File: config.mk
export PLATFORM = sky130hd
export DESIGN_NAME = trtd_fifo
export DESIGN_NICKNAME = d
export VERILOG_FILES = /design/src/rtl/trtd_pkg.sv /design/src/rtl/trtd_fifo.sv
export SDC_FILE = /design/constraint.sdc
export NUM_CORES = 1
export LEC_CHECK = 0
export BUFFER_PORTS_ARGS = -buffer_cell sky130_fd_sc_hd__buf_2
export CAP_MARGIN = 30
export CORE_ASPECT_RATIO = 2
export CORE_MARGIN = 1
export CORE_UTILIZATION = 30
export DETAILED_ROUTE_END_ITERATION = 10
export GPL_TIMING_DRIVEN = 0
export PLACE_DENSITY = 0.53
export SYNTH_ARGS = -nofsm -noshare
export SYNTH_HDL_FRONTEND = slang
export SYNTH_SLANG_ARGS = --single-unit
File: constraint.sdc
create_clock -name i_clk -period 8.71 [get_ports i_clk]
set_input_delay 0.4355 -clock i_clk [delete_from_list [all_inputs] [get_ports i_clk]]
set_output_delay 0.4355 -clock i_clk [all_outputs]
set_load 0.05 [all_outputs]
File: src/rtl/trtd_pkg.sv
// Shared types, widths and codes of the time-tagged record decoder.
package trtd_pkg;

    localparam int TT_W       = 25;
    localparam int CH_W       = 6;
    localparam int NS_W       = 10;
    localparam int DT_W       = 15;
    localparam int KIND_W     = 2;
    localparam int IDX_W      = 48;
    localparam int CT_W       = 63;
    localparam int FT_W       = 39;
    localparam int PER_W      = 40;
    localparam int BIN_W      = 25;
    localparam int FSRC_W     = TT_W - 1;
    localparam int CFG_IDX_W  = 3;
    localparam int CFG_DATA_W = 48;

    localparam longint unsigned TRTD_T2_WRAP = 64'd33554432;
    localparam longint unsigned TRTD_T3_WRAP = 64'd1024;

    localparam int MQ_DEPTH = 4;
    localparam int MQ_CNT_W = $clog2(MQ_DEPTH + 1);
    localparam int OQ_DEPTH = 8;
    localparam int OQ_CNT_W = $clog2(OQ_DEPTH + 1);

    localparam logic [CH_W-1:0] CH_OVF  = CH_W'(63);
    localparam logic [CH_W-1:0] CH_SYNC = CH_W'(0);

    localparam logic [KIND_W-1:0] KIND_PHOTON = KIND_W'(0);
    localparam logic [KIND_W-1:0] KIND_SYNC   = KIND_W'(1);
    localparam logic [KIND_W-1:0] KIND_MARKER = KIND_W'(2);

    localparam logic [CFG_IDX_W-1:0] REG_MODE_T3     = CFG_IDX_W'(0);
    localparam logic [CFG_IDX_W-1:0] REG_T3_AS_T2    = CFG_IDX_W'(1);
    localparam logic [CFG_IDX_W-1:0] REG_SYNC_PERIOD = CFG_IDX_W'(2);
    localparam logic [CFG_IDX_W-1:0] REG_DELAY_BIN   = CFG_IDX_W'(3);
    localparam logic [CFG_IDX_W-1:0] REG_SYNC_LABEL  = CFG_IDX_W'(4);
    localparam logic [CFG_IDX_W-1:0] REG_REC_LIMIT   = CFG_IDX_W'(5);

    localparam logic [CT_W-1:0] MAX_CT = {CT_W{1'b1}};
    localparam logic [FT_W-1:0] MAX_FT = {FT_W{1'b1}};

    typedef enum logic [1:0] {
        CLS_PHOTON = 2'd0,
        CLS_SYNC   = 2'd1,
        CLS_MARKER = 2'd2,
        CLS_OVF    = 2'd3
    } t_cls;

    typedef struct packed {
        logic            is_special;
        logic [CH_W-1:0] channel;
        logic [TT_W-1:0] time_tag;
        logic [NS_W-1:0] sync_count;
        logic [DT_W-1:0] delay_bins;
    } t_rec;

    typedef struct packed {
        logic [KIND_W-1:0] kind;
        logic [CH_W-1:0]   channel_out;
        logic [IDX_W-1:0]  record_index;
        logic [CT_W-1:0]   coarse_time;
        logic [NS_W-1:0]   sync_offset;
        logic [FT_W-1:0]   fine_time;
    } t_res;

    typedef struct packed {
        logic [KIND_W-1:0] kind;
        logic [CH_W-1:0]   channel_out;
        logic [IDX_W-1:0]  record_index;
        logic [CT_W-1:0]   coarse;
        logic [NS_W-1:0]   sync_offset;
        logic [FSRC_W-1:0] fine_src;
        logic              use_abs;
        logic              use_mul;
    } t_cmd;

    typedef struct packed {
        logic              mode_t3;
        logic              t3_as_t2;
        logic [PER_W-1:0]  sync_period_ps;
        logic [BIN_W-1:0]  delay_bin_ps;
        logic [CH_W-1:0]   sync_channel_label;
        logic [IDX_W-1:0]  record_limit;
    } t_cfg;

    localparam t_cfg CFG_RESET = '{
        mode_t3:            1'b0,
        t3_as_t2:           1'b0,
        sync_period_ps:     PER_W'(1),
        delay_bin_ps:       BIN_W'(1),
        sync_channel_label: CH_W'(8),
        record_limit:       {IDX_W{1'b1}}
    };

endpackage

File: src/rtl/trtd_fifo.sv
// Small show-ahead queue with occupancy count.
module trtd_fifo import trtd_pkg::*; #(
    parameter int  DEPTH = MQ_DEPTH,
    parameter type T     = t_cmd
) (
    input  logic                       i_clk,
    input  logic                       i_rst_n,
    input  logic                       i_push,
    input  T                           i_data,
    input  logic                       i_pop,
    output T                           o_data,
    output logic                       o_empty,
    output logic [$clog2(DEPTH+1)-1:0] o_count
);

    localparam int PTR_W = $clog2(DEPTH);
    localparam int CNT_W = $clog2(DEPTH + 1);

    T                  r_mem [DEPTH];
    logic [PTR_W-1:0]  r_wr_ptr;
    logic [PTR_W-1:0]  r_rd_ptr;
    logic [CNT_W-1:0]  r_count;
    logic [PTR_W-1:0]  n_wr_ptr;
    logic [PTR_W-1:0]  n_rd_ptr;

    assign n_wr_ptr = (r_wr_ptr == PTR_W'(DEPTH - 1)) ? '0 : r_wr_ptr + 1'b1;
    assign n_rd_ptr = (r_rd_ptr == PTR_W'(DEPTH - 1)) ? '0 : r_rd_ptr + 1'b1;

    always_ff @(posedge i_clk) begin
        if (!i_rst_n) begin
            r_wr_ptr <= '0;
            r_rd_ptr <= '0;
            r_count  <= '0;
        end else begin
            if (i_push) begin
                r_wr_ptr <= n_wr_ptr;
            end
            if (i_pop) begin
                r_rd_ptr <= n_rd_ptr;
            end
            if (i_push && !i_pop) begin
                r_count <= r_count + 1'b1;
            end else if (!i_push && i_pop) begin
                r_count <= r_count - 1'b1;
            end
        end
    end

    always_ff @(posedge i_clk) begin
        if (i_push) begin
            r_mem[r_wr_ptr] <= i_data;
        end
    end

    assign o_data  = r_mem[r_rd_ptr];
    assign o_empty = (r_count == '0);
    assign o_count = r_count;

`ifndef NO_ASSERTIONS
    a_no_overrun: assert property (@(posedge i_clk) disable iff (!i_rst_n)
        i_push && !i_pop |-> r_count < CNT_W'(DEPTH))
        else $error("queue written while full");

    a_no_underrun: assert property (@(posedge i_clk) disable iff (!i_rst_n)
        i_pop |-> r_count != '0)
        else $error("queue read while empty");

    a_count_up: assert property (@(posedge i_clk) disable iff (!i_rst_n)
        i_push && !i_pop |=> r_count == $past(r_count) + 1'b1)
        else $error("queue count lost a write");
`endif

endmodule

-- After elaboration in Yosys (flattened, before gate mapping)
Memories as Yosys holds them, arrays and structs flattened. A register that Yosys moved wholly into a read port is not among the register bits.
Cells that the tools add are included.
- add/subtract/negate cells: 4
- mux-type cells: 8
- reductions and logical operators: 6
- eq/ne operators: 2
- operators with widths (operator ; number):
    $mux W2 ; 4
    $mux W3 ; 2
    $add A2 B1 Y2 const B ; 2
    $eq A2 B2 Y1 const B ; 2
    $add A3 B1 Y3 const B ; 1
    $logic_not A3 Y1 ; 1
    $sub A3 B1 Y3 const B ; 1
    $logic_and A1 B1 Y1 ; 2
    $logic_not A1 Y1 ; 2
    $mux W1 ; 2
    $reduce_bool A2 Y1 ; 1
- memories kept: 1
- memory bits (writable): 620
- register bits after elaboration: 7
- logic and storage cells: 24
- memory list (name ; depth ; width ; read ports ; clocked after Yosys merged registers in ; wr ports ; line ; source):
    r_mem ; 4 ; 155 ; 1 ; 1 ; 1 ; trtd_fifo.sv:19 ; T r_mem [DEPTH];

-- Longest topological paths before layout
Gate-level depths: netlist of the first run.
- depth in word-level cells: 4
- gate-level depth with buffers: 7
- gate-level depth less buffers: 7

-- Worst setup path before layout of the first run
OpenSTA, ideal clock, no wires.
- path type: register to register
- start point: register r_wr_ptr[0]
- end point: memory r_mem[0][0] in the netlist's numbering (enable)
- stages on the path, launching flop included: 4
- buffers on the path: 0
- arrival time: 4.084 ns
- required time: 8.177 ns
- path slack: 4.093 ns
- path through: dfxtp_1 inv_1 ha_1 and2_1
- RTL lines (element ; line ; source):
    start, declared ; trtd_fifo.sv:20 ; logic [PTR_W-1:0] r_wr_ptr;
    start signal, assigned ; trtd_fifo.sv:36 ; r_wr_ptr <= n_wr_ptr;
    end, declared ; trtd_fifo.sv:19 ;
No word-level cell before the write port.

==> qor_table.md, run 1 <==
| Group | Metric | Value |
| --- | --- | --- |
| outcome | Result of the run | finished clean |
| route | First-pass iteration count of the detailed router | 4 |
| hold path | Hold wc startpoint | i_data[11] |
| critical path | Worst Path Arrival | 2.73 ns |
| placed design | Final RePlAce weighted congestion | 0.675 |
| floorplanning | Initial Utilization | 0.303 |
| finish | Number of nets in the layout | 1542 |
| logic synthesis | Cell type with the highest aggregate area in the netlist | sky130_fd_sc_hd__edfxtp_1 |
| logic synthesis | Area share of the leading cell type in the synthesized netlist | 0.816 |
| clock network | Clock latency of the later-clocked register in the worst-skew pair | 0.62 ns |
| hold path | Worst hold-check path type | primary input to register |
| grt | Combined global-route utilization of all metal layers | 0.130 |
| route | Sum of routed wire length over all layers | 50.2 mm |
| placed design | Dpl cell area | 0.0260 sq mm |
| logic synthesis | Post-synthesis instance area | 0.0228 sq mm |
| critical path | Critical Path RT | 8.27 ns |
| critical path | Largest fanout on the critical path | 11 |
| critical path | Critical path capture point type | output pin |
| route | Violation count after the first detailed-routing iteration | 424 |
| grt | Residual overflow from global routing | 0 |
| power and ir drop | Peak supply drop | 0.192 mV |
| floorplanning | Row cnt | 142 |
| critical path | Delay of the slowest critical-path stage | 0.67 ns |
| placed design | DP Wirelength | 31.5 mm |
| floorplanning | Area inside the core boundary | 0.0752 sq mm |
| power and ir drop | Switch Pwr | 1780 uW |
| critical path | Worst Path Class, Setup | register to output pin |
| route | Total DRC errors in the routed layout | 0 |
| floorplanning | I/O Pins | 318 |
| power and ir drop | Standby leakage power | 0.00979 uW |
| critical path | R2r startpoint | r_wr_ptr[0] |
| clock network | Buffer depth of the longest clock path | 3 |
| timing | Number of max-slew violations in the final report | 0 |
| critical path | Worst setup slack for register-to-register paths | 7.10 ns |
| logic synthesis | Portion of the post-synthesis area used by sequential elements | 0.824 |
| power and ir drop | Sequential Power Share | 0.503 |
| finish | Area of combinational cells with multiple inputs | 0.00376 sq mm |
| critical path | Largest delay share family, worst path | buffers and inverters |
| timing | Tmin final | 3.17 ns |
| power and ir drop | Proportion of total power due to net switching | 0.257 |
| hold path | Number of cells on the worst hold path | 1 |
| placed design | Port bufs | 317 |
| critical path | Worst Reg2Reg Path Length in Cells | 4 |
| timing | Worst Tran Pin Value | 0.879 ns |
| route | Drt via density | 4.45 |
| logic synthesis | Top FF cell, synth | sky130_fd_sc_hd__edfxtp_1 |
| logic synthesis | Yosys warnings | 0 |
| hold path | Terminating pin of the worst hold path | r_mem[1][11] |
| logic synthesis | Netlist cell types | 21 |
| clock network | Post_cts resized | 0 |
| timing | Unrepaired setup endpoints after global routing | false |
| critical path | Worst reg2reg path endpoint | r_mem[0][8] |
| clock network | Num CTS Buffers | 56 |
| run | Count of max-cap constraint violations | 0 |
| timing | Clock tree skew after final layout | 0.0169 ns |
| logic synthesis | Commonest cells in the netlist | 620 x sky130_fd_sc_hd__edfxtp_1, 155 x sky130_fd_sc_hd__mux4_2, 15 x sky130_fd_sc_hd__buf_2 |
| critical path | Most used cell, CP | sky130_fd_sc_hd__buf_2 |
| critical path | Buf+Inv Stages, Crit Path | 3 |
| floorplanning | Die area | 0.0772 sq mm |
| finish | Number of fill cells in the layout | 6801 |
| floorplanning | Die height | 392 um |
| finish | Finished layout cell area | 0.0292 sq mm |
| power and ir drop | Total power after layout | 6940 uW |
| floorplanning | Die Width | 197 um |
| power and ir drop | Internal Power | 5160 uW |
| clock network | Cell at the root of the clock tree | sky130_fd_sc_hd__clkbuf_16 |
| finish | Ratio of cells with drive above 1 in the final layout | 0.427 |
| power and ir drop | Clock network power share | 0.359 |
| timing | Max_slew headroom | 0.414 |
| timing | Share of the clock period used by the worst path | 0.364 |
| logic synthesis | Syn_nets | 1018 |
| timing | Number of setup violations in the final report | 0 |
| power and ir drop | Share of power burned in combinational logic | 0.138 |
| clock network | H-tree depth reported by CTS | 2 |
| logic synthesis | EDFF count, synth | 620 |
| grt | Pin count of the biggest net entering global routing | 53 |
| power and ir drop | Power density cells | 238 mW/mm^2 |
| logic synthesis | Average cell area after synthesis | 26.8 sq um |
| clock network | Clock transition at path regs | 0.07 ns |
| grt | Number of global-route vias before repair | 12000 |
| logic synthesis | Main area contributors after synthesis | sky130_fd_sc_hd__edfxtp_1 82%, sky130_fd_sc_hd__mux4_2 15%, sky130_fd_sc_hd__dfxtp_1 0.79% |
| critical path | Critical Path, Cell by Cell | clkbuf_1 -> buf_2 -> mux4_2 -> buf_2 |
| critical path | Cell at the slowest stage of the critical path | sky130_fd_sc_hd__clkbuf_1 |
| logic synthesis | Most common cell in the netlist | sky130_fd_sc_hd__edfxtp_1 |
| clock network | # clock sinks | 629 |
| grt | First-pass GRT wire length | 73.6 mm |
| route | DR vias | 10800 |
| grt | Number of antenna violations at the first check in global routing | 7 |
| route | Routed wire length per instance | 20.7 um |
| timing | Final setup TNS | 0 ns |
| finish | Area added between synthesis and finish | 28.1% |
| logic synthesis | Fraction of registers with async set or reset after synthesis | 0 |
| finish | Area taken by flip-flops and latches | 0.0188 sq mm |
| critical path | Critical Path Source Type | register |
| logic synthesis | Cell count after synthesis | 852 |
| clock network | Clock tree from TritonCTS | built |
| route | Residual antenna-violating net count after detailed routing | 0 |
| timing | Max Fclk | 316 MHz |
| timing | Number of hold violations in the final report | 0 |
| logic synthesis | Synth Register Bits | 629 |
metrics by stage:
step / hold WS [ns] / utilization / setup WS (ns) / cells
final: 0.0580 / 0.389 / 5.54 / 2431
after global placement: 0.494 / 0.341 / 0.519 / 2177
after floorplan: 0.512 / - / 4.09 / 852
after global routing: 0.0145 / 0.389 / 5.33 / 2430
after detailed placement: 0.520 / 0.346 / 6.08 / 2190
after CTS: 0.000979 / 0.389 / 5.36 / 2430
layer usage:
metal / GRT usage / vias up / routed length (um)
met5: 0 / - / 39
met4: 0.0474 / 6 / 1380
met3: 0.0309 / 69 / 3160
met2: 0.239 / 321 / 26800
met1: 0.144 / 5678 / 18800
li1: - / 4753 / -
cells by family (layout without fill, tap and decap cells):
logic type | count (synthesis) | count (layout) | share of synthesized area
AO/OA/AOI/OAI | 3 | 3 | 0.000878
XOR/XNOR | 2 | 2 | 0.000768
adder cells (fa/ha/maj) | 7 | 7 | 0.00417
buffers and inverters | 38 | 608 | 0.0115
flip-flops | 629 | 629 | 0.824
multiplexers | 159 | 159 | 0.155
other | 0 | 1 | 0
AND/OR/NAND/NOR | 14 | 14 | 0.00362
power by group through the flow:
stage          Combinational (uW)  Clock (uW)  Sequential (uW)
2_1_floorplan                 628           0             3580
3_3_place_gp                  891           0             3600
3_5_place_dp                  922           0             3560
4_1_cts                       977        2600             3500
5_1_grt                      1010        2680             3510
6_report                      955        2490             3500
placed cells by master, fill, tap and decap left out, types with 5 or more instances in the layout:
cell type,count
sky130_fd_sc_hd__clkbuf_16,57
sky130_fd_sc_hd__buf_2,332
sky130_fd_sc_hd__nor2b_1,5
sky130_fd_sc_hd__bufinv_16,6
sky130_fd_sc_hd__clkinv_2,10
sky130_fd_sc_hd__buf_16,12
sky130_fd_sc_hd__dlygate4sd3_1,136
sky130_fd_sc_hd__clkinv_1,11
sky130_fd_sc_hd__ha_1,6
sky130_fd_sc_hd__mux4_2,155
sky130_fd_sc_hd__dfxtp_1,9
sky130_fd_sc_hd__inv_6,6
sky130_fd_sc_hd__buf_4,7
sky130_fd_sc_hd__clkbuf_1,9
sky130_fd_sc_hd__buf_6,10
sky130_fd_sc_hd__edfxtp_1,620
repair_timing:
action / in CTS / in global routing
hold buffers: 136 / 0
endpoints found under the hold margin: 537 / 0
buffers inserted: 0 / 0
endpoints found under the setup margin: 0 / 0
worst max path at each step:
stage	from	end	depth (start not counted)
global route	register	o_data[126]	4
global placement	i_push	r_mem[0][16]	2
floorplan	r_wr_ptr[0]	r_mem[0][0]	3
finish	register	o_data[123]	4
detailed placement	register	o_data[126]	4
CTS	register	o_data[123]	4
flip-flops by register name, summed over array words and instances (netlist names), named ones only:
register / cells
o_count: 3
r_mem: 620
r_rd_ptr: 2
r_wr_ptr: 2
area by class of cell:
cell class / count / area share
antenna: 1 / 0.0000856
buffer: 34 / 0.00848
clock buffer: 64 / 0.0497
clock inverter: 40 / 0.0134
inverter: 4 / 0.000514
multi-input combinational: 185 / 0.129
sequential: 629 / 0.643
tap: 1008 / 0.0432
timing repair buffer: 466 / 0.113
(Power assumes the default switching activity.)
==> inputs of run 2 (changes only) <==
--- a/config.mk
+++ b/config.mk
@@ -5,6 +5,7 @@
 export SDC_FILE = /design/constraint.sdc
 export NUM_CORES = 1
 export LEC_CHECK = 0
+export ABC_AREA = 1
 export BUFFER_PORTS_ARGS = -buffer_cell sky130_fd_sc_hd__buf_2
 export CAP_MARGIN = 30
 export CORE_ASPECT_RATIO = 2
==> constraint.sdc (replaced) <==
create_clock -name i_clk -period 3.1 [get_ports i_clk]
set_input_delay 0.155 -clock i_clk [delete_from_list [all_inputs] [get_ports i_clk]]
set_output_delay 0.155 -clock i_clk [all_outputs]
set_load 0.05 [all_outputs]
==> run 2 against run 1 <==
Net effect:
- clock skew grew 0.0049 ns
- register-to-register slack worse by 6.3 ns
- largest power group unchanged
- cell count up 31%
- flip-flop and latch count unchanged
- worst hold slack better by 0.23 ns
- via count increased by 40%
- clock-buffer cell count up 6
- die area grew 2.2%
- clock power rose to 2.7 times the previous value
- highest routed layer unchanged
==> qor_table.md, run 2 <==
| Group | Metric | Value |
| --- | --- | --- |
| finish | Number of fill cells in the layout | 7259 |
| clock network | Clock transition at path regs | 0.07 ns |
| critical path | Worst Path Class, Setup | register to output pin |
| logic synthesis | Netlist cell types | 22 |
| route | Violation count after the first detailed-routing iteration | 729 |
| logic synthesis | Average cell area after synthesis | 15.0 sq um |
| critical path | Critical path capture point type | output pin |
| floorplanning | Die height | 396 um |
| finish | Ratio of cells with drive above 1 in the final layout | 0.229 |
| timing | Tmin final | 2.91 ns |
| clock network | Clock tree from TritonCTS | built |
| grt | Number of global-route vias before repair | 16000 |
| grt | First-pass GRT wire length | 98.3 mm |
| floorplanning | Row cnt | 144 |
| critical path | Delay of the slowest critical-path stage | 0.48 ns |
| logic synthesis | Post-synthesis instance area | 0.0233 sq mm |
| power and ir drop | Power density cells | 658 mW/mm^2 |
| route | Sum of routed wire length over all layers | 67.5 mm |
| critical path | Worst Path Arrival | 2.75 ns |
| clock network | Buffer depth of the longest clock path | 3 |
| power and ir drop | Peak supply drop | 0.497 mV |
| grt | Residual overflow from global routing | 0 |
| timing | Number of setup violations in the final report | 0 |
| grt | Number of antenna violations at the first check in global routing | 15 |
| placed design | Dpl cell area | 0.0266 sq mm |
| finish | Finished layout cell area | 0.0300 sq mm |
| clock network | Number of buffers inserted by post-CTS setup repair | 0 |
| placed design | Port bufs | 317 |
| outcome | Result of the run | finished clean |
| finish | Most common library cell in the layout ignoring fill and taps | sky130_fd_sc_hd__edfxtp_1 |
| logic synthesis | EDFF count, synth | 620 |
| logic synthesis | Main area contributors after synthesis | sky130_fd_sc_hd__edfxtp_1 80%, sky130_fd_sc_hd__nor2_1 5.1%, sky130_fd_sc_hd__o22ai_1 4.2% |
| floorplanning | Area inside the core boundary | 0.0769 sq mm |
| placed design | Final RePlAce weighted congestion | 0.727 |
| timing | Worst Tran Pin Value | 0.796 ns |
| logic synthesis | Yosys warnings | 0 |
| finish | Register with the most flip-flops | r_mem |
| power and ir drop | Standby leakage power | 0.0104 uW |
| finish | Most frequent cells in the layout | 620 x sky130_fd_sc_hd__edfxtp_1, 359 x sky130_fd_sc_hd__buf_2, 318 x sky130_fd_sc_hd__nor2_1, 168 x sky130_fd_sc_hd__o21ai_0, 160 x sky130_fd_sc_hd__dlygate4sd3_1 |
| finish | Share of the core filled with cells | 0.390 |
| logic synthesis | Most common cell in the netlist | sky130_fd_sc_hd__edfxtp_1 |
| power and ir drop | Total power after layout | 19700 uW |
| grt | Combined global-route utilization of all metal layers | 0.169 |
| logic synthesis | Cell type with the highest aggregate area in the netlist | sky130_fd_sc_hd__edfxtp_1 |
| logic synthesis | Commonest cells in the netlist | 620 x sky130_fd_sc_hd__edfxtp_1, 318 x sky130_fd_sc_hd__nor2_1, 168 x sky130_fd_sc_hd__o21ai_0 |
| timing | Number of hold violations in the final report | 0 |
| critical path | Cell at the slowest stage of the critical path | sky130_fd_sc_hd__clkbuf_1 |
| clock network | # clock sinks | 629 |
| timing | Share of the clock period used by the worst path | 0.937 |
| logic synthesis | Syn_nets | 1723 |
| critical path | Buf+Inv Stages, Crit Path | 3 |
| logic synthesis | Portion of the post-synthesis area used by sequential elements | 0.806 |
| timing | Number of max-slew violations in the final report | 0 |
| route | DR vias | 15200 |
| critical path | Largest delay share family, worst path | buffers and inverters |
| finish | Number of nets in the layout | 2277 |
| logic synthesis | Cell count after synthesis | 1557 |
| finish | Largest register FFs | 620 |
| timing | Max_slew headroom | 0.468 |
| timing | Clock tree skew after final layout | 0.0218 ns |
| clock network | H-tree depth reported by CTS | 2 |
| logic synthesis | Synth Register Bits | 629 |
| critical path | Critical Path RT | 2.94 ns |
| logic synthesis | Fraction of registers with async set or reset after synthesis | 0 |
| logic synthesis | Area share of the leading cell type in the synthesized netlist | 0.798 |
| timing | Max Fclk | 344 MHz |
| hold path | Worst hold-check path type | primary input to register |
| route | Routed wire length per instance | 21.3 um |
| finish | Area added between synthesis and finish | 28.6% |
| clock network | Cell at the root of the clock tree | sky130_fd_sc_hd__clkbuf_16 |
| placed design | DP Wirelength | 44.2 mm |
| floorplanning | Initial Utilization | 0.303 |
| route | First-pass iteration count of the detailed router | 5 |
| critical path | Largest fanout on the critical path | 10 |
| route | Residual antenna-violating net count after detailed routing | 0 |
| grt | Pin count of the biggest net entering global routing | 34 |
| logic synthesis | Top FF cell, synth | sky130_fd_sc_hd__edfxtp_1 |
| critical path | Critical Path, Cell by Cell | buf_6 -> clkbuf_1 -> nor2_1 -> o22ai_1 -> buf_2 |
| clock network | Clock latency of the later-clocked register in the worst-skew pair | 0.61 ns |
| run | Count of max-cap constraint violations | 0 |
| route | Drt via density | 4.78 |
| floorplanning | Die area | 0.0789 sq mm |
| floorplanning | I/O Pins | 318 |
| floorplanning | Die Width | 199 um |
| critical path | Critical Path Source Type | register |
| clock network | Num CTS Buffers | 55 |
| route | Total DRC errors in the routed layout | 0 |
-- run 2: changes by cell type in the layout (fill, tap and decap cells not counted), moves of 5 or more --
cell	before	now
sky130_fd_sc_hd__nor2b_1	5	0
sky130_fd_sc_hd__buf_12	0	19
sky130_fd_sc_hd__o22ai_1	0	152
sky130_fd_sc_hd__o21ai_1	0	145
sky130_fd_sc_hd__buf_16	12	1
sky130_fd_sc_hd__clkbuf_1	9	52
sky130_fd_sc_hd__o21ai_0	1	168
sky130_fd_sc_hd__dlygate4sd3_1	136	160
sky130_fd_sc_hd__buf_2	332	359
sky130_fd_sc_hd__mux4_2	155	0
sky130_fd_sc_hd__nor2_1	1	318
-- run 2: cell families (layout without fill, tap and decap cells) --
kind of cell | after synthesis | after routing | share of synthesized area
compound gates | 471 | 471 | 0.109
xor+xnor | 1 | 1 | 0.000376
fa+ha+maj | 7 | 7 | 0.00408
buf+inv | 118 | 715 | 0.0263
flops | 629 | 629 | 0.806
other cells | 0 | 1 | 0
simple gates | 331 | 331 | 0.0536
-- run 2: routing by layer --
metal | track usage | vias up | part of all wire
met1 | 0.193 | 7558 | 0.40
met2 | 0.301 | 459 | 0.51
met5 | 0 | - | 0.0019
li1 | - | 7013 | -
met4 | 0.0630 | 20 | 0.031
met3 | 0.0395 | 135 | 0.062
-- run 2: area by class of cell --
class | count | area, sq um | share of cell area
repair buffers | 497 | 3600 | 0.120
clock buffers | 70 | 1480 | 0.0492
plain buffers | 102 | 556 | 0.0185
multi-input cells | 810 | 3940 | 0.131
diodes | 1 | 2.50 | 0.0000835
clock inverters | 30 | 260 | 0.00868
well taps | 1022 | 1280 | 0.0426
flip-flops and latches | 629 | 18800 | 0.627
inverters | 16 | 77.6 | 0.00259
-- run 2: report_power, final --
group          internal (uW)  leakage, uW  total (uW)  switching, uW
clock                   3700     0.000845        6740           3040
sequential              9720      0.00577        9810           85.5
combinational            810      0.00380        3200           2390
total                  14200       0.0104       19700           5510
-- run 2: path summary, 6_finish.rpt --
| kind | start | to | slack [ns] | cells after the start |
|---|---|---|---|---|
| max | register | o_data[140] | 0.19 | 5 |
| min | i_data[133] | r_mem[1][133] | 0.29 | 2 |
| max reg2reg | r_wr_ptr[0] | r_mem[3][62] | 0.81 | 5 |
| min reg2reg | r_wr_ptr[0] | r_wr_ptr[0] | 0.57 | 2 |
-- run 2: repair_timing --
item                                    in CTS  in global routing
resized for setup                            3                  3
endpoints found under the setup margin       1                  3
hold endpoints to repair                   629                  0
pin swaps                                    0                  0
hold buffers                               160                  0
-- run 2: per-stage QoR --
step | worst slack (ns) | hold WS [ns] | TNS, ns | std cells
final | 0.195 | 0.287 | 0 | 3177
after global routing | -0.00675 | 0.254 | -0.00675 | 3177
after CTS | 0.0162 | 0.238 | 0 | 3176
after detailed placement | 0.658 | 0.372 | 0 | 2916
after global placement | -2.63 | 0.364 | -1605.38 | 2896
after floorplan | -0.207 | 0.254 | -127.19 | 1557
