## src/rtl/trtd_pkg.sv

```systemverilog
// Shared types, widths and codes of the time-tagged record decoder.
package trtd_pkg;

    localparam int TT_W       = 25;
    localparam int CH_W       = 6;
    localparam int NS_W       = 10;
    localparam int DT_W       = 15;
    localparam int KIND_W     = 2;
    localparam int IDX_W      = 48;
    localparam int CT_W       = 63;
    localparam int FT_W       = 39;
    localparam int PER_W      = 40;
    localparam int BIN_W      = 25;
    localparam int FSRC_W     = TT_W - 1;
    localparam int CFG_IDX_W  = 3;
    localparam int CFG_DATA_W = 48;

    localparam longint unsigned TRTD_T2_WRAP = 64'd33554432;
    localparam longint unsigned TRTD_T3_WRAP = 64'd1024;

    localparam int MQ_DEPTH = 4;
    localparam int MQ_CNT_W = $clog2(MQ_DEPTH + 1);
    localparam int OQ_DEPTH = 8;
    localparam int OQ_CNT_W = $clog2(OQ_DEPTH + 1);

    localparam logic [CH_W-1:0] CH_OVF  = CH_W'(63);
    localparam logic [CH_W-1:0] CH_SYNC = CH_W'(0);

    localparam logic [KIND_W-1:0] KIND_PHOTON = KIND_W'(0);
    localparam logic [KIND_W-1:0] KIND_SYNC   = KIND_W'(1);
    localparam logic [KIND_W-1:0] KIND_MARKER = KIND_W'(2);

    localparam logic [CFG_IDX_W-1:0] REG_MODE_T3     = CFG_IDX_W'(0);
    localparam logic [CFG_IDX_W-1:0] REG_T3_AS_T2    = CFG_IDX_W'(1);
    localparam logic [CFG_IDX_W-1:0] REG_SYNC_PERIOD = CFG_IDX_W'(2);
    localparam logic [CFG_IDX_W-1:0] REG_DELAY_BIN   = CFG_IDX_W'(3);
    localparam logic [CFG_IDX_W-1:0] REG_SYNC_LABEL  = CFG_IDX_W'(4);
    localparam logic [CFG_IDX_W-1:0] REG_REC_LIMIT   = CFG_IDX_W'(5);

    localparam logic [CT_W-1:0] MAX_CT = {CT_W{1'b1}};
    localparam logic [FT_W-1:0] MAX_FT = {FT_W{1'b1}};

    typedef enum logic [1:0] {
        CLS_PHOTON = 2'd0,
        CLS_SYNC   = 2'd1,
        CLS_MARKER = 2'd2,
        CLS_OVF    = 2'd3
    } t_cls;

    typedef struct packed {
        logic            is_special;
        logic [CH_W-1:0] channel;
        logic [TT_W-1:0] time_tag;
        logic [NS_W-1:0] sync_count;
        logic [DT_W-1:0] delay_bins;
    } t_rec;

    typedef struct packed {
        logic [KIND_W-1:0] kind;
        logic [CH_W-1:0]   channel_out;
        logic [IDX_W-1:0]  record_index;
        logic [CT_W-1:0]   coarse_time;
        logic [NS_W-1:0]   sync_offset;
        logic [FT_W-1:0]   fine_time;
    } t_res;

    typedef struct packed {
        logic [KIND_W-1:0] kind;
        logic [CH_W-1:0]   channel_out;
        logic [IDX_W-1:0]  record_index;
        logic [CT_W-1:0]   coarse;
        logic [NS_W-1:0]   sync_offset;
        logic [FSRC_W-1:0] fine_src;
        logic              use_abs;
        logic              use_mul;
    } t_cmd;

    typedef struct packed {
        logic              mode_t3;
        logic              t3_as_t2;
        logic [PER_W-1:0]  sync_period_ps;
        logic [BIN_W-1:0]  delay_bin_ps;
        logic [CH_W-1:0]   sync_channel_label;
        logic [IDX_W-1:0]  record_limit;
    } t_cfg;

    localparam t_cfg CFG_RESET = '{
        mode_t3:            1'b0,
        t3_as_t2:           1'b0,
        sync_period_ps:     PER_W'(1),
        delay_bin_ps:       BIN_W'(1),
        sync_channel_label: CH_W'(8),
        record_limit:       {IDX_W{1'b1}}
    };

endpackage

```

## src/rtl/trtd_front.sv

```systemverilog
// Record decode, time base and record counter, command issue to the back end.
module trtd_front import trtd_pkg::*; #(
    parameter longint unsigned T2_WRAP = TRTD_T2_WRAP,
    parameter longint unsigned T3_WRAP = TRTD_T3_WRAP
) (
    input  logic                i_clk,
    input  logic                i_rst_n,
    input  t_cfg                i_cfg,
    input  logic                i_accept,
    input  t_rec                i_rec,
    input  logic [MQ_CNT_W-1:0] i_q_count,
    output logic                o_full,
    output logic                o_q_push,
    output t_cmd                o_q_cmd
);

    localparam int T2_INC_W = TT_W + $clog2(T2_WRAP + 1);
    localparam int T3_INC_W = NS_W + $clog2(T3_WRAP + 1);

    logic                r_a_valid;
    t_rec                r_a_rec;
    t_cls                r_a_cls;
    logic [CT_W-1:0]     r_a_inc;
    logic [CT_W-1:0]     r_time_base;
    logic [IDX_W-1:0]    r_records_seen;

    t_cls                n_cls;
    logic [T2_INC_W-1:0] t2_inc;
    logic [T3_INC_W-1:0] t3_inc;
    logic [CT_W-1:0]     n_inc;
    logic                limit_hit;
    logic                live;
    logic [IDX_W-1:0]    rec_next;
    logic [CT_W:0]       tb_sum;
    logic [CT_W-1:0]     tb_sat;
    logic [CT_W:0]       abs_sum;
    logic [CT_W-1:0]     abs_sat;
    t_cmd                n_cmd;

    assign o_full = ({1'b0, i_q_count} + (MQ_CNT_W + 1)'(r_a_valid))
                    >= (MQ_CNT_W + 1)'(MQ_DEPTH);

    // decode stage
    assign t2_inc = T2_INC_W'(i_rec.time_tag) * T2_INC_W'(T2_WRAP);
    assign t3_inc = T3_INC_W'(i_rec.sync_count) * T3_INC_W'(T3_WRAP);
    assign n_inc  = i_cfg.mode_t3 ? CT_W'(t3_inc) : CT_W'(t2_inc);

    always_comb begin
        if (i_rec.is_special && i_rec.channel == CH_OVF) begin
            n_cls = CLS_OVF;
        end else if (i_rec.is_special && !i_cfg.mode_t3 && i_rec.channel == CH_SYNC) begin
            n_cls = CLS_SYNC;
        end else if (i_rec.is_special) begin
            n_cls = CLS_MARKER;
        end else begin
            n_cls = CLS_PHOTON;
        end
    end

    always_ff @(posedge i_clk) begin
        if (!i_rst_n) begin
            r_a_valid <= 1'b0;
        end else begin
            r_a_valid <= i_accept;
        end
    end

    always_ff @(posedge i_clk) begin
        if (i_accept) begin
            r_a_rec <= i_rec;
            r_a_cls <= n_cls;
            r_a_inc <= n_inc;
        end
    end

    // state update and command build
    assign limit_hit = r_records_seen >= i_cfg.record_limit;
    assign live      = r_a_valid && !limit_hit;
    assign rec_next  = r_records_seen + 1'b1;
    assign tb_sum    = {1'b0, r_time_base} + {1'b0, r_a_inc};
    assign tb_sat    = tb_sum[CT_W] ? MAX_CT : tb_sum[CT_W-1:0];
    assign abs_sum   = {1'b0, r_time_base} + (CT_W + 1)'(r_a_rec.sync_count);
    assign abs_sat   = abs_sum[CT_W] ? MAX_CT : abs_sum[CT_W-1:0];

    always_comb begin
        n_cmd = '0;
        case (r_a_cls)
            CLS_PHOTON: begin
                n_cmd.kind         = KIND_PHOTON;
                n_cmd.channel_out  = r_a_rec.channel;
                n_cmd.record_index = rec_next;
                if (i_cfg.mode_t3) begin
                    n_cmd.use_mul  = 1'b1;
                    n_cmd.fine_src = FSRC_W'(r_a_rec.delay_bins);
                    if (i_cfg.t3_as_t2) begin
                        n_cmd.use_abs = 1'b1;
                        n_cmd.coarse  = abs_sat;
                    end else begin
                        n_cmd.coarse      = r_time_base;
                        n_cmd.sync_offset = r_a_rec.sync_count;
                    end
                end else begin
                    n_cmd.coarse   = r_time_base >> 1;
                    n_cmd.fine_src = r_a_rec.time_tag[TT_W-1:1];
                end
            end
            CLS_SYNC: begin
                n_cmd.kind         = KIND_SYNC;
                n_cmd.channel_out  = i_cfg.sync_channel_label;
                n_cmd.record_index = rec_next;
                n_cmd.coarse       = r_time_base >> 1;
                n_cmd.fine_src     = r_a_rec.time_tag[TT_W-1:1];
            end
            CLS_MARKER: begin
                n_cmd.kind        = KIND_MARKER;
                n_cmd.channel_out = r_a_rec.channel;
            end
            default: begin
                n_cmd = '0;
            end
        endcase
    end

    assign o_q_push = live && (r_a_cls != CLS_OVF);
    assign o_q_cmd  = n_cmd;

    always_ff @(posedge i_clk) begin
        if (!i_rst_n) begin
            r_time_base    <= '0;
            r_records_seen <= '0;
        end else if (live) begin
            case (r_a_cls) inside
                CLS_OVF: begin
                    r_time_base <= tb_sat;
                end
                CLS_PHOTON, CLS_SYNC: begin
                    r_records_seen <= rec_next;
                end
                default: begin
                end
            endcase
        end
    end

endmodule

```

## config.mk

```make
export PLATFORM = sky130hd
export DESIGN_NAME = trtd_front
export DESIGN_NICKNAME = d
export VERILOG_FILES = /design/src/rtl/trtd_pkg.sv /design/src/rtl/trtd_front.sv
export SDC_FILE = /design/constraint.sdc
export NUM_CORES = 1
export LEC_CHECK = 0
export CORE_MARGIN = 2
export CORE_UTILIZATION = 25
export DETAILED_ROUTE_END_ITERATION = 12
export DONT_BUFFER_PORTS = 1
export PLACE_DENSITY_LB_ADDON = 0.15
export SLEW_MARGIN = 20
export SYNTH_ARGS = -nofsm -noshare
export SYNTH_HDL_FRONTEND = slang
export SYNTH_SLANG_ARGS = --single-unit
```

## constraint.sdc

```tcl
create_clock -name i_clk -period 8.85 [get_ports i_clk]
set_clock_uncertainty 0.05 [all_clocks]
set_input_delay 0 -clock i_clk [delete_from_list [all_inputs] [get_ports i_clk]]
set_output_delay 0 -clock i_clk [all_outputs]
set_load 0.01 [all_outputs]
```

# ---- After elaboration in Yosys (flattened, before gate mapping)
# Cells that the tools add are included.
dict set report classes {
  add_sub_neg 4
  n_lt_le_gt_ge 2
  eq_ne 5
  n_mux 16
  n_bitwise 1
  n_reduce_logical 13
}
# op n
set op_table {}
lappend op_table {{63-bit two-way mux} 4}
lappend op_table {{111-bit case mux with 2 select lines} 1}
lappend op_table {{63-bit by 10-bit adder with 64-bit output} 1}
lappend op_table {{63-bit by 63-bit adder with 64-bit output} 1}
lappend op_table {{48-bit by 1-bit adder with 48-bit output (second input constant)} 1}
lappend op_table {{48-bit >= comparator} 1}
lappend op_table {{24-bit case mux with 2 select lines} 1}
lappend op_table {{10-bit two-way mux} 3}
lappend op_table {{24-bit two-way mux} 1}
lappend op_table {{8-bit case mux with 3 select lines} 1}
lappend op_table {{2-bit two-way mux} 4}
lappend op_table {{6-bit == test (second input constant)} 1}
lappend op_table {{6-bit zero test} 1}
lappend op_table {{1-bit logical AND} 5}
lappend op_table {{3-bit by 1-bit adder with 4-bit output} 1}
lappend op_table {{2-bit == test (second input constant)} 2}
lappend op_table {{4-bit by 3-bit >= comparator with 1-bit output (second input constant)} 1}
lappend op_table {{2-bit OR reduction} 2}
lappend op_table {{3-bit AND reduction} 1}
lappend op_table {{2-bit by 1-bit == test with 1-bit output (second input constant)} 1}
lappend op_table {{1-bit zero test} 2}
lappend op_table {{2-bit zero test} 1}
lappend op_table {{2-bit != test (second input constant)} 1}
lappend op_table {{2-bit AND reduction} 1}
lappend op_table {{2 further kinds} 2}
dict set report word_totals {
  ff_bits 233
  in_bits 184
  output_inout_bits 157
  wordCells 53
}

# ---- Longest topological paths before layout
# Gate-level depths: netlist of run 1.
dict set report depth {
  ltp_word 5
  depth_mapped 13
}

# ---- Least setup slack after synthesis of run 1
# No wires, ideal clock.
dict set report synth_path {
  path_type {register to output}
  from {reg r_time_base[8]}
  to {out o_q_cmd[48] in the netlist's numbering}
  arrival_ps 3154
  t_required_ps 8800
  setup_slack_ps 5646
  stages_incl_launch_ff 12
  path_buffers 1
  cell_sequence {dfxtp_1 -> ha_1 -> fa_1 -> a21o_1 -> a21oi_1 -> o21bai_1 -> a2111oi_2 -> o31ai_2 -> and3_1 -> clkbuf_1 -> or2_1 -> a211oi_1}
}
# element line_no
set synth_rtl {}
lappend synth_rtl {{start: declaration} trtd_front.sv:24} ;# logic [CT_W-1:0] r_time_base;
lappend synth_rtl {{start signal: assignment} trtd_front.sv:134} ;# r_time_base <= tb_sat;
lappend synth_rtl {{end: declaration} trtd_front.sv:14} ;# output t_cmd o_q_cmd

==> run summary, run 1 <==
Status: completed
Routed WL per cell: 19.01 µm
H-tree levels: 4
Switching portion of total power: 30.30%
Most frequent cells in the layout: nor2_1 (196), nand2_1 (144), a21oi_1 (137)
Distinct cell type count after synthesis: 77
Initial Util: 25.36%
IO Count: 341
Residual DRC: 0
Slew Viols, Final: 0
P_leak: 5.938 nW
Worst relative slew slack: 30.68%
Max IR drop VDD: 0.0001748 V
Share of flip-flops with an asynchronous set or reset: 0%
Post-Synthesis Cell Area: 0.01402 mm²
NetSw: 0.6511 mW
Part of the power in registers: 47.4%
DP HPWL: 33.81 mm
Synth top area share: 19.70%
Leading cell type in the layout, fill and taps excluded: nor2_1
Clock transition at path regs: 70 ps
Required @ worst endpoint: 8800 ps
Gpl congestion: 0.8429
Sequential area share after synthesis: 34.40%
Largest net degree at the start of global routing: 123
Clk Latency, worst-skew pair: 510 ps
Fin util: 28.97%
Yosys top cell by area: edfxtp_1
Initial DRC count: 609
Final setup vio count: 0
Arrival time worst endpoint: 4900 ps
EDFF count, synth: 92
Core area: 0.05531 mm²
Rows: 86
Setup TNS: 0 ps
Nets: 1,982
WS Path Type: reg -> out
Initial antenna violation count: 2
Post-layout min period: 4947 ps
Post-CTS Setup Repair Bufs: 0
CTS tree: yes
DR pass1 iterations: 5
Startpoint types: flop
TritonCTS buffer count: 17
Share of cells above drive strength 1: 5.306%
Die W: 240.9 µm
Dominant cells by area after synthesis: edfxtp_1 (20%), dfxtp_1 (15%), ha_1 (8.4%), xor2_1 (5.4%), nor2_1 (5.3%)
Die Footprint: 0.05801 mm²
Final ANT Viol Nets: 0
Port Buf Inserts: 0
Vias/cell: 4.921
Syn nets: 1,967
Hold/Removal Path Class: in -> out
RSZ-0062 raised after global routing: no
CP max FO: 14
Post-synthesis cell count: 1,687
Internal power: 1.497 mW
Layout area overhead: 14.26%
Pwr/cell area: 134.1 mW/mm²
First-pass GRT wire length: 70.76 mm
GRT Residual Overflow: 0
Fillers: 5,995
Via count: 12,125
Gate power share: 14.7%
FMAX: 0.2021 GHz
Syn. warnings: 0
Worst Max-Slew Pin Slew: 1033 ps
Max-cap violations: 0
Die Ht: 240.9 µm
Vias in the first global route: 11,859
Top FF cell, synth: dfxtp_1
GRT Total Usage: 16.08%
Tcrit/Tclk final: 55.90%
TritonCTS Sinks: 195
Final Hold Viols: 0
Avg Cell Area, Syn: 8.313 µm²
Crit. End Element: output port
Total Wirelength: 46.83 mm
Clock root buffer: clkbuf_16
Register bit count reported by yosys: 195
Maximum buffer depth of the clock tree: 2
Clk pwr share: 38.0%
==> critical path: stages (launching register included) <==
cell and delay (ps):
dfxtp_1 690, ha_1 300, fa_1 220, a21o_1 140, a21oi_1 100, o21bai_1 210
a2111oi_2 120, o31ai_2 430, and3_1 770, nand2_1 290, or3_1 370, a311oi_1 760
==> power groups by stage <==
stage	Clock, mW	Combinational [mW]	Sequential, mW
final	0.816	0.315	1.02
after global routing	0.875	0.352	1.02
after CTS	0.857	0.321	1.02
after detailed placement	0	0.273	1.04
after global placement	0	0.272	1.04
after floorplan	0	0.210	1.02
==> routing by layer <==
layer	share of wire [%]	wire (µm)	track usage [%]	up-vias
li1	-	-	-	6049
met1	43	20290	19.08	5778
met2	49	22720	27.64	256
met3	5.9	2741	4.632	42
met4	2.3	1072	5.705	0
met5	0	0	0	-
==> state kept, by name (all words and copies together), names as in the netlist <==
register and count:
r_a_rec 55, r_records_seen 48, r_a_valid 1, r_a_inc 35, r_time_base 54, r_a_cls 2
==> cells in the mapped netlist, drive strengths merged (21+ instances only) <==
library cell,number
xor2,87
nor2,197
buf,21
and2,47
ha,94
dfxtp,103
nor2b,35
a211oi,44
xnor2,71
clkbuf,58
and3,34
nand2,145
nor3,38
a21oi,139
o21ai,113
inv,89
nand3,55
edfxtp,92
or3,27
nand4,34
==> stage by stage <==
| step | hold WS [ps] | setup slack [ps] | total power [mW] | instance area, µm² | instances |
|---|---|---|---|---|---|
| final | 54.93 | 3903 | 2.149 | 16020 | 2464 |
| after global routing | 40.49 | 3563 | 2.251 | 16020 | 2464 |
| after CTS | 17.47 | 3802 | 2.196 | 16020 | 2463 |
| after detailed placement | 48.92 | 4362 | 1.313 | 14750 | 2366 |
| after global placement | 48.92 | 4441 | 1.311 | 14750 | 2366 |
| after floorplan | 48.87 | 5646 | 1.234 | 14020 | 1687 |
==> cell families (layout without fill, tap and decap cells) <==
| kind of cell | count (synthesis) | after routing | share of synthesized area [%] |
|---|---|---|---|
| other | 0 | 1 | 0 |
| and+or+nand+nor | 658 | 658 | 23.86 |
| AOI/OAI and AO/OA | 406 | 406 | 17.99 |
| DFF | 195 | 195 | 34.40 |
| adders and majority gates | 96 | 96 | 8.672 |
| muxes | 6 | 6 | 0.4282 |
| xor gates and xnor gates | 158 | 158 | 9.867 |
| buffers and inverters | 168 | 196 | 4.773 |
==> layout make-up <==
cell class	instances	area, µm²	share of cell area (%)
Multi-Input combinational cell	1324	8569	53.48
Sequential cell	195	4825	30.11
Tap cell	748	935.9	5.841
Timing Repair Buffer	75	783.3	4.888
Clock buffer	19	432.9	2.702
Inverter	89	334.1	2.085
Clock inverter	13	141.4	0.8823
Antenna cell	1	2.502	0.01562
==> path summary, 6_finish.rpt <==
| check | start | to | slack, ps | cells past startpoint |
|---|---|---|---|---|
| setup / recovery | r_time_base[8]$_SDFFE_PN0P_ | o_q_cmd[60] | 3900 | 11 |
| hold / removal | i_q_count[2] | o_full | 50 | 1 |
| setup reg to reg | r_records_seen[5]$_SDFFE_PN0P_ | r_time_base[59]$_SDFFE_PN0P_ | 4770 | 10 |
| hold reg to reg | r_records_seen[1]$_SDFFE_PN0P_ | r_records_seen[1]$_SDFFE_PN0P_ | 470 | 2 |
==> what timing repair did <==
item | 4_1_cts | 5_1_grt
endpoints found under the setup margin | 0 | 0
hold endpoints to repair | 235 | 0
hold buffers | 65 | 0
resized for setup | 0 | 0
Note: power is estimated with default switching activity, not from simulation.
==> inputs of run 2 (changes only) <==
clock period = 4.1 ns   (was 8.85 ns; I/O delays follow)
==> run summary, run 2 (same netlist as run 1, synthesis figures left out) <==
Tcrit/Tclk final: 95.16%
Clock root buffer: clkbuf_16 (unchanged)
Die W: 240.9 µm (unchanged)
P_leak: 6.307 nW (was 5.938 nW)
Startpoint types: flop (unchanged)
Die Footprint: 0.05801 mm² (unchanged)
IO Count: 341 (unchanged)
Clock transition at path regs: 80 ps (was 70 ps)
Initial DRC count: 698 (was 609)
Required @ worst endpoint: 4050 ps (was 8800 ps)
Maximum buffer depth of the clock tree: 2 (unchanged)
Design Power: 4.695 mW (was 2.149 mW)
Post-layout min period: 3902 ps
CP dominant cell by count: buf_4
Via count: 12,400 (was 12,125)
Largest net degree at the start of global routing: 94 (was 123)
TritonCTS Sinks: 195 (unchanged)
WP depth: 14 (was 11)
Final Hold Viols: 0 (unchanged)
Biggest register: r_a_rec (unchanged)
Final setup vio count: 0 (unchanged)
Initial antenna violation count: 1 (was 2)
Slowest stage delay, CP: 460 ps (was 770 ps)
Max FFs per register: 55 (unchanged)
RR Startpoint: r_records_seen[17]$_SDFFE_PN0P_ (was r_records_seen[5]$_SDFFE_PN0P_)
CTS tree: yes (unchanged)
Design Area, Final: 0.01657 mm² (was 0.01602 mm²)
Layout area overhead: 18.15% (was 14.26%)
Routed WL per cell: 18.83 µm (was 19.01 µm)
Setup TNS: 0 ps (unchanged)
Fillers: 5,944 (was 5,995)
Initial Util: 25.36% (unchanged)
DP HPWL: 35.42 mm (was 33.81 mm)
Core area: 0.05531 mm² (unchanged)
Inst Count DP: 2,436 (was 2,366)
Most frequent cells in the layout: nor2_1 (195), nand2_1 (144), a21oi_1 (136) (was nor2_1 (196), nand2_1 (144), a21oi_1 (137))
WP buf/inv: 4 (was 0)
Worst Setup SP: r_a_rec[16]$_DFFE_PP_ (was r_time_base[8]$_SDFFE_PN0P_)
Nets: 2,053 (was 1,982)
GRT Residual Overflow: 0 (unchanged)
DR pass1 iterations: 5 (unchanged)
Residual DRC: 0 (unchanged)
Crit-path slowest cell: edfxtp_1 (was and3_1)
Clk Latency, worst-skew pair: 500 ps (was 510 ps)
Critical path, cell by cell: ha_1 -> a21o_1 -> a21oi_1 -> o21ai_0 -> or3b_1 -> nand2_1 -> buf_4 -> and2_1 -> buf_4 -> nand4_1 -> xor2_1 -> a221oi_1 -> buf_4 -> buf_4 (was ha_1 -> fa_1 -> a21o_1 -> a21oi_1 -> o21bai_1 -> a2111oi_2 -> o31ai_2 -> and3_1 -> nand2_1 -> or3_1 -> a311oi_1)
WS Path Type: reg -> out (unchanged)
Share of cells above drive strength 1: 9.351% (was 5.306%)
H-tree levels: 4 (unchanged)
CP max FO: 6 (was 14)
Biggest regs: r_a_rec (55), r_time_base (54), r_records_seen (48) (unchanged)
RSZ-0062 raised after global routing: no (unchanged)
Slew Viols, Final: 0 (unchanged)
Rows: 86 (unchanged)
Total Wirelength: 47.72 mm (was 46.83 mm)
Die Ht: 240.9 µm (unchanged)
Max-cap violations: 0 (unchanged)
Register-to-Register Path Depth: 11 (was 10)
Vias in the first global route: 12,304 (was 11,859)
Hold Path Stages: 1 (unchanged)
FMAX: 0.2563 GHz
Post-route insts no fill: 2,534 (was 2,464)
Worst Min Path Start: i_q_count[2] (unchanged)
R2R setup slack: 400 ps (was 4770 ps)
First-pass GRT wire length: 71.95 mm (was 70.76 mm)
Worst relative slew slack: 38.50% (was 30.68%)
Arrival time worst endpoint: 3850 ps (was 4900 ps)
GRT Total Usage: 16.34% (was 16.08%)
Pwr/cell area: 283.3 mW/mm² (was 134.1 mW/mm²)
Leading cell type in the layout, fill and taps excluded: nor2_1 (unchanged)
CP delay by family, top: compound AO/OA/AOI/OAI gates (unchanged)
Final ANT Viol Nets: 0 (unchanged)
TritonCTS buffer count: 17 (unchanged)
Hold/Removal Path Class: in -> out (unchanged)
Gpl congestion: 0.8181 (was 0.8429)
Vias/cell: 4.893 (was 4.921)
Post-route setup slack: 198.4 ps (was 3903 ps)
Ant diodes: 0 (was 1)
Max IR drop VDD: 0.0003234 V (was 0.0001748 V)
Pre-CTS WS: 378.1 ps (was 4362 ps)
Port Buf Inserts: 0 (unchanged)
Status: completed (unchanged)
Dpl cell area: 0.01526 mm² (was 0.01475 mm²)
Crit. End Element: output port (unchanged)
Worst Max-Slew Pin Slew: 919.0 ps (was 1033 ps)
run 2: area by class of cell:
cell class	instances	area, µm²	share of cell area [%]
Tap cell	748	935.9	5.648
Clock buffer	17	425.4	2.567
Clock inverter	15	162.7	0.9817
Timing Repair Buffer	145	1296	7.823
Multi-Input combinational cell	1325	8591	51.85
Sequential cell	195	4825	29.12
Inverter	89	334.1	2.016
run 2: path summary, 6_finish.rpt:
kind	end
setup / recovery	o_q_cmd[97]
hold reg to reg	r_records_seen[1]$_SDFFE_PN0P_
hold / removal	o_full
setup reg to reg	r_time_base[29]$_SDFFE_PN0P_
run 2: where the power goes:
group	switching, mW	internal (mW)	total [mW]	leakage, nW
Sequential	0.0649	2.13	2.20	1.73
Combinational	0.451	0.272	0.723	4.29
Clock	0.906	0.868	1.77	0.289
Total	1.42	3.27	4.69	6.31
run 2: layer usage:
metal | global-route usage [%] | up-vias | part of all wire (%)
li1 | - | 6176 | -
met1 | 19.75 | 5884 | 43
met2 | 27.96 | 292 | 49
met3 | 4.312 | 48 | 5.9
met4 | 5.705 | 0 | 2.2
met5 | 0 | - | 0
run 2: stage by stage:
stage	util, %	hold WS (ps)
finish	29.96	54.95
global route	29.96	35.70
CTS	29.93	14.63
detailed placement	27.59	48.92
global placement	27.59	48.92
floorplan	-	48.87
run 2: what timing repair did:
action	CTS	global route
buffers inserted	0	0
setup endpoints to repair	8	23
endpoints found under the hold margin	249	0
resized for setup	3	3
pin swaps	0	2
hold buffers	65	0
gates cloned	0	1
==> inputs of run 3 (changes only) <==
MAX_ROUTING_LAYER = met4   (was unset)
PLACE_DENSITY = 0.48   (was unset)
PLACE_DENSITY_LB_ADDON = unset   (was 0.15)
SLEW_MARGIN = 25   (was 20)
==> run summary, run 3 (same netlist as run 1, synthesis figures left out) <==
Status: completed (unchanged)
Initial antenna violation count: 1 (unchanged)
Port Buf Inserts: 0 (unchanged)
Largest net degree at the start of global routing: 123 (was 94)
Clock root buffer: clkbuf_16 (unchanged)
DP HPWL: 33.78 mm (was 35.42 mm)
Via count: 12,621 (was 12,400)
Most frequent cells in the layout: nor2_1 (196), nand2_1 (142), a21oi_1 (137) (was nor2_1 (195), nand2_1 (144), a21oi_1 (136))
TritonCTS Sinks: 195 (unchanged)
Final hold slack: 57.31 ps (was 54.95 ps)
Core area: 0.05531 mm² (unchanged)
Dpl cell area: 0.01530 mm² (was 0.01526 mm²)
H-tree levels: 4 (unchanged)
Clk Latency, worst-skew pair: 490 ps (was 500 ps)
Setup TNS: 0 ps (unchanged)
Maximum buffer depth of the clock tree: 2 (unchanged)
Footprint of the multi-input gates: 0.008632 mm² (was 0.008591 mm²)
IO Count: 341 (unchanged)
Vias in the first global route: 12,207 (was 12,304)
TritonCTS buffer count: 17 (unchanged)
Met2 WL post-DR: 21.55 mm (was 23.25 mm)
Design Power: 4.733 mW (was 4.695 mW)
Max-cap violations: 0 (unchanged)
WS Path Type: reg -> out (unchanged)
Share of cells above drive strength 1: 10.09% (was 9.351%)
M1 wire length: 20.08 mm (was 20.61 mm)
Max IR drop VDD: 0.0003583 V (was 0.0003234 V)
Slowest stage delay, CP: 410 ps (was 460 ps)
Pre-CTS WS: 466.4 ps (was 378.1 ps)
Layout area overhead: 19.06% (was 18.15%)
Tcrit/Tclk final: 94.88% (was 95.16%)
Startpoint types: flop (unchanged)
CP dominant cell by count: and3_2 (was buf_4)
Post-layout min period: 3890 ps (was 3902 ps)
Vias/cell: 4.965 (was 4.893)
Die Footprint: 0.05801 mm² (unchanged)
Slew Viols, Final: 0 (unchanged)
FMAX: 0.2571 GHz (was 0.2563 GHz)
Final Hold Viols: 0 (unchanged)
P_leak: 6.362 nW (was 6.307 nW)
Die Ht: 240.9 µm (unchanged)
Worst relative slew slack: 43.84% (was 38.50%)
Worst Max-Slew Pin Slew: 837.4 ps (was 919.0 ps)
Highest Signal Layer: met4 (unchanged)
CTS tree: yes (unchanged)
Inst Count DP: 2,439 (was 2,436)
Residual DRC: 0 (unchanged)
Clock transition at path regs: 80 ps (about the same)
Rows: 86 (unchanged)
Initial DRC count: 698 (unchanged)
Initial Util: 25.36% (unchanged)
Die W: 240.9 µm (unchanged)
Total Wirelength: 45.78 mm (was 47.72 mm)
Design Area, Final: 0.01670 mm² (was 0.01657 mm²)
Final setup vio count: 0 (unchanged)
Max FFs per register: 55 (unchanged)
Hold/Removal Path Class: in -> out (unchanged)
Routed WL per cell: 18.01 µm (was 18.83 µm)
RSZ-0062 raised after global routing: no (unchanged)
GRT Residual Overflow: 0 (unchanged)
GRT Total Usage: 16.17% (was 16.34%)
Biggest regs: r_a_rec (55), r_time_base (54), r_records_seen (48) (unchanged)
Leading cell type in the layout, fill and taps excluded: nor2_1 (unchanged)
Post-route insts no fill: 2,542 (was 2,534)
Arrival time worst endpoint: 3840 ps (was 3850 ps)
Register area: 0.004825 mm² (unchanged)
Crit. End Element: output port (unchanged)
Gpl congestion: 0.8686 (was 0.8181)
Pwr/cell area: 283.4 mW/mm² (was 283.3 mW/mm²)
Required @ worst endpoint: 4050 ps (about the same)
Post-route setup slack: 209.7 ps (was 198.4 ps)
First-pass GRT wire length: 69.91 mm (was 71.95 mm)
Biggest register: r_a_rec (unchanged)
Final ANT Viol Nets: 0 (unchanged)
Fillers: 5,923 (was 5,944)
DR pass1 iterations: 5 (unchanged)
Crit-path slowest cell: a2111oi_4 (was edfxtp_1)
CP max FO: 8 (was 6)
Met3 routed WL: 2.859 mm (was 2.811 mm)
Critical path, cell by cell: ha_1 -> fa_1 -> a21o_1 -> a21oi_1 -> o21bai_1 -> a2111oi_4 -> o31ai_2 -> and3_2 -> and3_2 -> xnor2_1 -> a211oi_1 -> buf_4 (was ha_1 -> a21o_1 -> a21oi_1 -> o21ai_0 -> or3b_1 -> nand2_1 -> buf_4 -> and2_1 -> buf_4 -> nand4_1 -> xor2_1 -> a221oi_1 -> buf_4 -> buf_4)
Nets: 2,060 (was 2,053)
Fin util: 30.19% (was 29.96%)
==> run 3: changes by cell type in the layout (fill, tap and decap cells not counted), sizes merged <==
| cell | delta |
|---|---|
| clkbuf | +1 |
| buf | +8 |
| diode | +1 |
| clkinvlp | -1 |
| nor2 | -1 |
| inv | +2 |
| clkinv | -2 |
==> run 3: final cells by class <==
cell class / count / share of cell area, %
clock buffer: 18 / 2.570
sequential: 195 / 28.89
antenna: 1 / 0.01499
clock inverter: 14 / 1.027
timing repair buffer: 153 / 8.197
multi-input combinational: 1324 / 51.69
tap: 748 / 5.605
inverter: 89 / 2.001
==> run 3: report_power, final <==
group          internal (mW)  leakage (nW)  total [mW]  switching (mW)
clock network          0.884         0.298        1.81           0.929
registers               2.13          1.73        2.19          0.0603
logic                  0.275          4.34       0.728           0.453
total                   3.29          6.36        4.73            1.44
==> run 3: what timing repair did <==
action	in CTS	in global routing
gates resized for setup	6	7
setup endpoints to repair	5	19
endpoints found under the hold margin	230	0
pin swaps	0	2
setup buffers	0	5
hold buffers	65	0
==> run 3: path summary, 6_finish.rpt <==
| check | endpoint | slack (ps) | start | cells past startpoint |
|---|---|---|---|---|
| worst max-delay path | o_q_cmd[54] | 210 | r_time_base[8]$_SDFFE_PN0P_ | 12 |
| worst min-delay path | o_full | 60 | i_q_count[2] | 1 |
| worst max register to register | r_time_base[62]$_SDFFE_PN0P_ | 450 | r_time_base[10]$_SDFFE_PN0P_ | 12 |
| worst min register to register | r_records_seen[1]$_SDFFE_PN0P_ | 480 | r_records_seen[1]$_SDFFE_PN0P_ | 2 |
==> run 3: routing by layer <==
layer / track usage [%] / vias up
li1: - / 6193
met1: 19.79 / 5999
met2: 25.82 / 376
met3: 3.866 / 53
met4: 6.061 / 0
met5: - / -
==> run 3: critical path, delay by kind of cell, from the launching register on <==
| family | cells | cell delay [ps] |
|---|---|---|
| AO/OA/AOI/OAI | 6 | 1410 |
| XOR/XNOR | 1 | 120 |
| adder cells (fa/ha/maj) | 2 | 650 |
| buffers and inverters | 1 | 180 |
| flip-flops | 1 | 400 |
| AND/OR/NAND/NOR | 2 | 580 |
